--- src/dvd_pkg.sv ---
// ----------------------------------------------------------------------------
// dvd_pkg
// Shared widths, codes and month tables for the date check and difference.
// ----------------------------------------------------------------------------
package dvd_pkg;

    localparam int YEAR_W   = 14;
    localparam int MONTH_W  = 4;
    localparam int DAY_W    = 5;
    localparam int STATUS_W = 2;
    localparam int ORDER_W  = 2;
    localparam int DIFF_W   = 23;
    localparam int COUNT_W  = 24;
    localparam int Q4_W     = YEAR_W - 2;   // year / 4
    localparam int Q100_W   = 8;            // year / 100, at most 163
    localparam int MOFF_W   = 9;
    localparam int CFG_INDEX_W = 1;

    // Register indexes
    localparam logic [CFG_INDEX_W-1:0] REG_YEAR_FLOOR   = 1'd0;
    localparam logic [CFG_INDEX_W-1:0] REG_CURRENT_YEAR = 1'd1;

    localparam logic [YEAR_W-1:0] YEAR_FLOOR_RST   = 14'd1;
    localparam logic [YEAR_W-1:0] CURRENT_YEAR_RST = 14'd2024;

    // Status codes
    localparam logic [STATUS_W-1:0] STATUS_OK        = 2'd0;
    localparam logic [STATUS_W-1:0] STATUS_BAD_YEAR  = 2'd1;
    localparam logic [STATUS_W-1:0] STATUS_BAD_MONTH = 2'd2;
    localparam logic [STATUS_W-1:0] STATUS_BAD_DAY   = 2'd3;

    // Order codes
    localparam logic [ORDER_W-1:0] ORDER_EARLIER = 2'd0;
    localparam logic [ORDER_W-1:0] ORDER_EQUAL   = 2'd1;
    localparam logic [ORDER_W-1:0] ORDER_LATER   = 2'd2;

    // x / 25 == (x * RECIP_25) >> RECIP_SHIFT for x < 4096
    localparam logic [12:0] RECIP_25    = 13'd5243;
    localparam int          RECIP_SHIFT = 17;
    localparam int          PROD_W      = Q4_W + 13;

    localparam logic signed [COUNT_W-1:0] DAYS_PER_YEAR = 24'sd365;
    localparam logic [COUNT_W-1:0]        DAY_BIAS      = 24'd306;

    localparam logic signed [COUNT_W:0] DIFF_MAX = 25'sd4194303;
    localparam logic signed [COUNT_W:0] DIFF_MIN = -25'sd4194304;

    typedef struct packed {
        logic s1;
        logic s2;
        logic s3;
    } stage_en_t;

    // Non-leap month length, zero for a month outside 1..12
    function automatic logic [DAY_W-1:0] month_days(input logic [MONTH_W-1:0] m);
        logic [DAY_W-1:0] len;
        case (m) inside
            4'd1, 4'd3, 4'd5, 4'd7, 4'd8, 4'd10, 4'd12: len = 5'd31;
            4'd4, 4'd6, 4'd9, 4'd11:                    len = 5'd30;
            4'd2:                                       len = 5'd28;
            default:                                    len = 5'd0;
        endcase
        return len;
    endfunction

    // (153 * tm - 457) / 5, Jan/Feb (and month 0) taken as months 13/14 (12)
    function automatic logic [MOFF_W-1:0] month_offset(input logic [MONTH_W-1:0] m);
        logic [MOFF_W-1:0] off;
        case (m)
            4'd0:    off = 9'd275;
            4'd1:    off = 9'd306;
            4'd2:    off = 9'd337;
            4'd3:    off = 9'd0;
            4'd4:    off = 9'd31;
            4'd5:    off = 9'd61;
            4'd6:    off = 9'd92;
            4'd7:    off = 9'd122;
            4'd8:    off = 9'd153;
            4'd9:    off = 9'd184;
            4'd10:   off = 9'd214;
            4'd11:   off = 9'd245;
            4'd12:   off = 9'd275;
            4'd13:   off = 9'd306;
            4'd14:   off = 9'd337;
            default: off = 9'd367;
        endcase
        return off;
    endfunction

endpackage

--- src/date_validate_and_difference.sv ---
// ----------------------------------------------------------------------------
// date_validate_and_difference
// Checks two Gregorian dates and gives their order and day difference.
// ----------------------------------------------------------------------------
// Usage:
//   Input channel: in_valid / in_stall with year, month and day of dates a
//   and b. Output channel: out_valid / out_stall with status_a, status_b,
//   order and day_difference (saturated to 23 bits).
//   Configuration: cfg_we with cfg_index and cfg_data writes the year floor
//   (0) or current_year (1); write only while no beat is in flight.
//   Pipeline: each accepted input beat passes through three compute
//   stages (lookup, reciprocal multiply, sum) and then through the
//   difference/saturate output register to the output beat.
//   Rate: one beat per cycle unless stalled; each stage holds one beat.
//   Stall: each stage holds while the next is full and stalled; empty stages
//   still fill, so in_stall rises only when all four stages hold beats.
//   Reset: all stages empty, year floor = 1, current_year = 2024.
// ----------------------------------------------------------------------------
module date_validate_and_difference (
    input  logic                                 clk,
    input  logic                                 rst_n,
    input  logic                                 cfg_we,
    input  logic [dvd_pkg::CFG_INDEX_W-1:0]      cfg_index,
    input  logic [dvd_pkg::YEAR_W-1:0]           cfg_data,
    input  logic                                 in_valid,
    output logic                                 in_stall,
    input  logic [dvd_pkg::YEAR_W-1:0]           year_a,
    input  logic [dvd_pkg::MONTH_W-1:0]          month_a,
    input  logic [dvd_pkg::DAY_W-1:0]            day_a,
    input  logic [dvd_pkg::YEAR_W-1:0]           year_b,
    input  logic [dvd_pkg::MONTH_W-1:0]          month_b,
    input  logic [dvd_pkg::DAY_W-1:0]            day_b,
    output logic                                 out_valid,
    input  logic                                 out_stall,
    output logic [dvd_pkg::STATUS_W-1:0]         status_a,
    output logic [dvd_pkg::STATUS_W-1:0]         status_b,
    output logic [dvd_pkg::ORDER_W-1:0]          order,
    output logic signed [dvd_pkg::DIFF_W-1:0]    day_difference
);
    import dvd_pkg::*;

    localparam int DATE_W = YEAR_W + MONTH_W + DAY_W;

    // configuration
    logic [YEAR_W-1:0] year_floor_reg;
    logic [YEAR_W-1:0] current_year_reg;
    logic [YEAR_W:0]   year_top;

    always_ff @(posedge clk or negedge rst_n)
    begin
        if (!rst_n)
        begin
            year_floor_reg   <= YEAR_FLOOR_RST;
            current_year_reg <= CURRENT_YEAR_RST;
        end
        else if (cfg_we)
        begin
            case (cfg_index)
                REG_YEAR_FLOOR:   year_floor_reg   <= cfg_data;
                REG_CURRENT_YEAR: current_year_reg <= cfg_data;
                default:          ;
            endcase
        end
    end

    assign year_top = {1'b0, current_year_reg} + 15'd1;

    // pipeline control
    logic v1_reg, v2_reg, v3_reg, v4_reg;
    logic v1_next, v2_next, v3_next, v4_next;
    logic ready1, ready2, ready3, ready4;
    stage_en_t en;

    assign ready4 = !v4_reg || !out_stall;
    assign ready3 = !v3_reg || ready4;
    assign ready2 = !v2_reg || ready3;
    assign ready1 = !v1_reg || ready2;

    assign en.s1 = ready1;
    assign en.s2 = ready2;
    assign en.s3 = ready3;

    assign v1_next = ready1 ? in_valid : v1_reg;
    assign v2_next = ready2 ? v1_reg   : v2_reg;
    assign v3_next = ready3 ? v2_reg   : v3_reg;
    assign v4_next = ready4 ? v3_reg   : v4_reg;

    always_ff @(posedge clk or negedge rst_n)
    begin
        if (!rst_n)
        begin
            v1_reg <= 1'b0;
            v2_reg <= 1'b0;
            v3_reg <= 1'b0;
            v4_reg <= 1'b0;
        end
        else
        begin
            v1_reg <= v1_next;
            v2_reg <= v2_next;
            v3_reg <= v3_next;
            v4_reg <= v4_next;
        end
    end

    assign in_stall  = !ready1;
    assign out_valid = v4_reg;

    // lexicographic order of the raw fields
    logic [DATE_W-1:0]  date_a;
    logic [DATE_W-1:0]  date_b;
    logic [ORDER_W-1:0] order_next;
    logic [ORDER_W-1:0] order_s1_reg, order_s2_reg, order_s3_reg;

    assign date_a = {year_a, month_a, day_a};
    assign date_b = {year_b, month_b, day_b};

    always_comb
    begin
        if (date_a < date_b)
            order_next = ORDER_EARLIER;
        else if (date_a == date_b)
            order_next = ORDER_EQUAL;
        else
            order_next = ORDER_LATER;
    end

    always_ff @(posedge clk)
    begin
        if (en.s1)
            order_s1_reg <= order_next;
        if (en.s2)
            order_s2_reg <= order_s1_reg;
        if (en.s3)
            order_s3_reg <= order_s2_reg;
    end

    // per-date paths
    logic [STATUS_W-1:0]        stat_a, stat_b;
    logic signed [COUNT_W-1:0]  count_a, count_b;

    dvd_date_path u_path_a (
        .clk        (clk),
        .en         (en),
        .year       (year_a),
        .month      (month_a),
        .day        (day_a),
        .year_floor (year_floor_reg),
        .year_top   (year_top),
        .status     (stat_a),
        .count      (count_a)
    );

    dvd_date_path u_path_b (
        .clk        (clk),
        .en         (en),
        .year       (year_b),
        .month      (month_b),
        .day        (day_b),
        .year_floor (year_floor_reg),
        .year_top   (year_top),
        .status     (stat_b),
        .count      (count_b)
    );

    // difference and saturation
    logic signed [COUNT_W:0]    diff;
    logic signed [COUNT_W:0]    diff_sat;

    logic [STATUS_W-1:0]        status_a_reg, status_b_reg;
    logic [ORDER_W-1:0]         order_reg;
    logic signed [DIFF_W-1:0]   diff_reg;

    assign diff = $signed({count_a[COUNT_W-1], count_a}) - $signed({count_b[COUNT_W-1], count_b});

    always_comb
    begin
        if (diff > DIFF_MAX)
            diff_sat = DIFF_MAX;
        else if (diff < DIFF_MIN)
            diff_sat = DIFF_MIN;
        else
            diff_sat = diff;
    end

    always_ff @(posedge clk)
    begin
        if (ready4)
        begin
            status_a_reg <= stat_a;
            status_b_reg <= stat_b;
            order_reg    <= order_s3_reg;
            diff_reg     <= diff_sat[DIFF_W-1:0];
        end
    end

    assign status_a       = status_a_reg;
    assign status_b       = status_b_reg;
    assign order          = order_reg;
    assign day_difference = diff_reg;

`ifndef NO_ASSERTIONS
    // equal dates give zero difference
    a_equal_zero: assert property (@(posedge clk) disable iff (!rst_n)
        (out_valid && (order == ORDER_EQUAL)) |-> (day_difference == '0))
        else $error("equal dates with nonzero difference");

    // two valid dates in order earlier must give a negative difference
    a_earlier_neg: assert property (@(posedge clk) disable iff (!rst_n)
        (out_valid && (order == ORDER_EARLIER) && (status_a == STATUS_OK)
         && (status_b == STATUS_OK)) |-> day_difference[DIFF_W-1])
        else $error("earlier valid date without negative difference");

    // an empty first stage never stalls the input
    a_no_false_stall: assert property (@(posedge clk) disable iff (!rst_n)
        !v1_reg |-> !in_stall)
        else $error("input stalled with empty first stage");

    // a held output beat stays valid
    a_hold_valid: assert property (@(posedge clk) disable iff (!rst_n)
        (v4_reg && out_stall) |=> v4_reg)
        else $error("stalled output beat dropped");
`endif

endmodule

--- src/dvd_date_path.sv ---
// ----------------------------------------------------------------------------
// dvd_date_path
// Three-stage check and day count of one date.
// ----------------------------------------------------------------------------
module dvd_date_path (
    input  logic                                 clk,
    input  dvd_pkg::stage_en_t                   en,
    input  logic [dvd_pkg::YEAR_W-1:0]           year,
    input  logic [dvd_pkg::MONTH_W-1:0]          month,
    input  logic [dvd_pkg::DAY_W-1:0]            day,
    input  logic [dvd_pkg::YEAR_W-1:0]           year_floor,
    input  logic [dvd_pkg::YEAR_W:0]             year_top,
    output logic [dvd_pkg::STATUS_W-1:0]         status,
    output logic signed [dvd_pkg::COUNT_W-1:0]   count
);
    import dvd_pkg::*;

    // stage 1: shift year, table lookups, year and month range
    logic                     shift;
    logic signed [YEAR_W:0]   ty;
    logic [Q4_W-1:0]          t4;

    logic signed [YEAR_W:0]   ty_reg;
    logic [Q4_W-1:0]          t4_reg;
    logic [Q4_W-1:0]          y4_reg;
    logic [3:0]               ylow_reg;
    logic [DAY_W-1:0]         day_reg;
    logic [MOFF_W-1:0]        moff_reg;
    logic [DAY_W-1:0]         len_reg;
    logic                     feb_reg;
    logic                     ybad_reg;
    logic                     mbad_reg;

    assign shift = (month < 4'd3);
    assign ty    = $signed({1'b0, year}) - $signed({{YEAR_W{1'b0}}, shift});
    // shifted year is never below -1, whose quotients truncate to zero
    assign t4    = ty[YEAR_W] ? '0 : ty[YEAR_W-1:2];

    always_ff @(posedge clk)
    begin
        if (en.s1)
        begin
            ty_reg   <= ty;
            t4_reg   <= t4;
            y4_reg   <= year[YEAR_W-1:2];
            ylow_reg <= year[3:0];
            day_reg  <= day;
            moff_reg <= month_offset(month);
            len_reg  <= month_days(month);
            feb_reg  <= (month == 4'd2);
            ybad_reg <= (year < year_floor) || ({1'b0, year} > year_top);
            mbad_reg <= (month == 4'd0) || (month > 4'd12);
        end
    end

    // stage 2: divide by 25 through reciprocal, years times 365
    logic [PROD_W-1:0]          q_prod;
    logic [PROD_W-1:0]          r_prod;
    logic signed [COUNT_W-1:0]  y365;

    logic signed [COUNT_W-1:0]  y365_reg;
    logic [Q100_W-1:0]          q_reg;
    logic [Q100_W-1:0]          qr_reg;
    logic [Q4_W-1:0]            t4_s2_reg;
    logic [Q4_W-1:0]            y4_s2_reg;
    logic [3:0]                 ylow_s2_reg;
    logic [DAY_W-1:0]           day_s2_reg;
    logic [MOFF_W-1:0]          moff_s2_reg;
    logic [DAY_W-1:0]           len_s2_reg;
    logic                       feb_s2_reg;
    logic                       ybad_s2_reg;
    logic                       mbad_s2_reg;

    assign q_prod = t4_reg * RECIP_25;
    assign r_prod = y4_reg * RECIP_25;
    assign y365   = COUNT_W'(ty_reg) * DAYS_PER_YEAR;

    always_ff @(posedge clk)
    begin
        if (en.s2)
        begin
            y365_reg    <= y365;
            q_reg       <= q_prod[RECIP_SHIFT +: Q100_W];
            qr_reg      <= r_prod[RECIP_SHIFT +: Q100_W];
            t4_s2_reg   <= t4_reg;
            y4_s2_reg   <= y4_reg;
            ylow_s2_reg <= ylow_reg;
            day_s2_reg  <= day_reg;
            moff_s2_reg <= moff_reg;
            len_s2_reg  <= len_reg;
            feb_s2_reg  <= feb_reg;
            ybad_s2_reg <= ybad_reg;
            mbad_s2_reg <= mbad_reg;
        end
    end

    // stage 3: leap test, day check, day count sum
    logic [Q4_W-1:0]         rem25;
    logic                    leap;
    logic [DAY_W-1:0]        len_full;
    logic                    dbad;
    logic [COUNT_W-1:0]      count_next;
    logic [STATUS_W-1:0]     status_next;

    logic signed [COUNT_W-1:0] count_reg;
    logic [STATUS_W-1:0]       status_reg;

    assign rem25 = y4_s2_reg - Q4_W'(qr_reg * 12'd25);
    // divisible by 4; a multiple of 100 must also be a multiple of 16
    assign leap  = (ylow_s2_reg[1:0] == 2'd0) && ((rem25 != '0) || (ylow_s2_reg == 4'd0));
    assign len_full = len_s2_reg + DAY_W'(feb_s2_reg && leap);
    assign dbad  = (day_s2_reg == '0) || (day_s2_reg > len_full);

    assign count_next = COUNT_W'(y365_reg) + COUNT_W'(t4_s2_reg) - COUNT_W'(q_reg)
                      + COUNT_W'(q_reg[Q100_W-1:2]) + COUNT_W'(moff_s2_reg)
                      + COUNT_W'(day_s2_reg) - DAY_BIAS;

    always_comb
    begin
        if (ybad_s2_reg)
            status_next = STATUS_BAD_YEAR;
        else if (mbad_s2_reg)
            status_next = STATUS_BAD_MONTH;
        else if (dbad)
            status_next = STATUS_BAD_DAY;
        else
            status_next = STATUS_OK;
    end

    always_ff @(posedge clk)
    begin
        if (en.s3)
        begin
            count_reg  <= $signed(count_next);
            status_reg <= status_next;
        end
    end

    assign count  = count_reg;
    assign status = status_reg;

endmodule

--- config.mk ---
export PLATFORM = sky130hd
export DESIGN_NAME = date_validate_and_difference
export DESIGN_NICKNAME = d
export VERILOG_FILES = /design/src/dvd_pkg.sv /design/src/date_validate_and_difference.sv /design/src/dvd_date_path.sv
export SDC_FILE = /design/constraint.sdc
export NUM_CORES = 2
export LEC_CHECK = 0
export BUFFER_PORTS_ARGS = -buffer_cell sky130_fd_sc_hd__buf_4
export CAP_MARGIN = 20
export CORE_UTILIZATION = 45
export CTS_CLUSTER_SIZE = 12
export DETAILED_ROUTE_END_ITERATION = 16
export PLACE_DENSITY_LB_ADDON = 0.05
export SYNTH_ARGS = -nofsm -noshare
export SYNTH_HDL_FRONTEND = slang
export SYNTH_SLANG_ARGS = --single-unit
--- constraint.sdc ---
create_clock -name clk -period 8.46 [get_ports clk]
set_input_delay 1.692 -clock clk [delete_from_list [all_inputs] [get_ports clk]]
set_output_delay 1.692 -clock clk [all_outputs]
set_load 0.005 [all_outputs]
==> flow_summary.yaml <==
run_status:
  status: "finished clean"
cts:
  path_clk_slew_ps: 60
  htree_levels: 2
  clk_latency_ps: 610
  cts_buffers: 50
  clkSinkCount: 413
  cts_resized: 0
  cts.path.max_buffers: 3
  cts_tree: "built"
  cts_setup_buffers: 0
  hold_buffers: 0
  clock-root-buffer: "clkbuf_16"
finish:
  fill_cells: 7873
  nets: 4834
  area_growth_pct: 9.79
  final_common_cell: "ha_1"
  final_cell_mix: "782 x ha_1, 745 x inv_1, 381 x edfxtp_1, 372 x fa_1, 144 x a21oi_1"
  num_antenna_cells: 0
  drive_above_1_share: 0.0734
sta:
  fin_tns_setup_ps: 0
  rsz0062_at_grt: "no"
  finClkSkew_ps: 35.4
  worst_slew_pin_slew_ps: 1050
  max_freq_ghz: 0.169
  worst_slew_margin_rel: 0.301
  setup_viol: 0
  drv_slew: 0
  post-route-period-util: 0.698
  hold_violations: 0
  period_needed_ps: 5910
routing:
  dr_total_vias: 24600
  dr.first_iter.drc_count: 1072
  wl_mm: 86.9
  wl_per_cell_um: 18.1
  via_per_inst: 5.11
  drtPass1Iterations: 5
  drcViolationCount: 0
  ant_nets: 0
hold_path:
  hp-class: "register to register"
  hold_depth: 0
  worstHoldStart: "u_path_b.len_reg[0]"
  hold_end: "u_path_b.len_s2_reg[0]"
critical_path:
  rr_worst_depth: 17
  timing_worst_setup_path_type: "register to register"
  start_kind: "register"
  r2r-start: "u_path_a.y4_reg[6]"
  crit_path_max_fanout: 6
  r2r_setup_slack_ps: 2550
  cp-end-kind: "register"
  crit_arrival_ps: 6250
  cp.required_ps: 8810
  r2r_end: "u_path_a.qr_reg[7]"
yosys:
  syn_area_per_cell_um2: 11.5
  synth-seq-cells: 413
  synth_area_um2: 39800
  synth_area_leader_cell: "edfxtp_1"
  synth_top_cell_area_share: 0.287
  ys.flop_type: "edfxtp_1"
  synth_edf_count: 381
  seq_area_frac_synth: 0.308
  synth_async_sr_flop_share: 0.0775
  yosysWarnings: 0
  syn-num-nets: 4696
  ys_types: 80
  synthTopCellsByArea: "edfxtp_1 29%, ha_1 25%, fa_1 19%"
  syn_inst: 3476
run:
  maxCapViolCount: 0
global_route:
  overflow: 0
  antenna_found_initial: 3
  grt_pass1_wl_mm: 143
  grt_pass1_vias: 26700
  track_usage: 0.202
  grt_max_degree: 79
floorplan:
  rows: 108
  core-area_um2: 87200
  design.die.area_um2: 89700
  die_h_um: 299
  io_pins: 97
  chipWidth_um: 299
  start_util: 0.457
placed_design:
  gp_congestion: 0.852
  portBuffers: 96
  hpwl_mm: 72.8
-- worst max-delay path, cell delays in order (launching register included) --
cell and delay (ps):
edfxtp_1 530, fa_1 600, fa_1 570, inv_1 60, fa_1 470, fa_1 500
inv_1 50, fa_1 460, ha_1 340, a2111o_1 410, a31oi_1 190, a211oi_1 100
a21oi_1 240, nand2_1 160, a31o_2 300, and4_1 210, a2111oi_2 360, xnor2_1 110
-- stage by stage --
step | utilization | instance area (µm²) | worst slack [ps] | hold WS (ps) | cells
5_1_grt | 0.502 | 43700 | 2190 | 422 | 4808
4_1_cts | 0.502 | 43700 | 2510 | 418 | 4808
6_report | 0.502 | 43700 | 2550 | 416 | 4808
2_1_floorplan | - | 39800 | 1500 | 400 | 3476
3_3_place_gp | 0.481 | 42000 | 2620 | 402 | 4716
3_5_place_dp | 0.482 | 42000 | 2570 | 405 | 4717
-- metal layers --
layer | up-vias | GRT usage | routed length, µm
li1 | 12100 | - | -
met1 | 12000 | 0.283 | 41300
met2 | 376 | 0.341 | 41100
met3 | 77 | 0.0223 | 3140
met4 | 2 | 0.0392 | 1350
met5 | - | 0 | 13
-- cells in the mapped netlist, types with 7 or more instances --
master     instances
a211oi_1          14
a21boi_0           7
a21o_1            67
a21oi_1          144
a31oi_1           10
and2_1             8
and3_1            21
clkbuf_1          12
dfrtp_1           24
dfstp_2            8
edfxtp_1         381
fa_1             372
ha_1             782
inv_1            746
mux2_2            17
nand2_1           95
nand2b_1          29
nand3_1           41
nand4_1           19
nor2_1            96
nor2b_1           48
nor3_1            39
nor4_1            13
o2111ai_1          8
o21a_1            35
o21ai_0           90
o21ai_2           18
o21bai_1          25
o31ai_1           10
or2_2             14
xnor2_1          126
xor2_1            56
-- logic make-up after synthesis --
kind of cell / Yosys count / synth area share
AO/OA/AOI/OAI: 490 / 0.0817
adder cells (fa/ha/maj): 1154 / 0.433
XOR/XNOR: 182 / 0.0400
AND/OR/NAND/NOR: 448 / 0.0572
buffers and inverters: 764 / 0.0730
multiplexers: 25 / 0.00776
flip-flops: 413 / 0.308
-- cell type report --
class	instances	area (µm²)	share of cell area
flip-flops and latches	413	12300	0.280
clock inverters	25	284	0.00650
inverters	746	2800	0.0640
multi-input cells	2299	24700	0.565
clock buffers	66	1470	0.0336
repair buffers	104	788	0.0180
well taps	1155	1450	0.0331
-- worst max-delay path by stage --
stage | startpoint | to | slack (ps) | cells past startpoint
floorplan | out_stall | in_stall | 1500 | 3
detailed placement | u_path_a.y4_reg[6] | u_path_a.qr_reg[7] | 2570 | 17
global placement | u_path_a.y4_reg[6] | u_path_a.qr_reg[7] | 2620 | 17
finish | u_path_a.y4_reg[6] | u_path_a.qr_reg[7] | 2550 | 17
global route | u_path_a.y4_reg[6] | u_path_a.qr_reg[7] | 2190 | 17
CTS | u_path_a.y4_reg[6] | u_path_a.qr_reg[7] | 2510 | 17
Power is not shown: default switching activity piles up to over one toggle a cycle in this logic, so the estimate is an artifact.
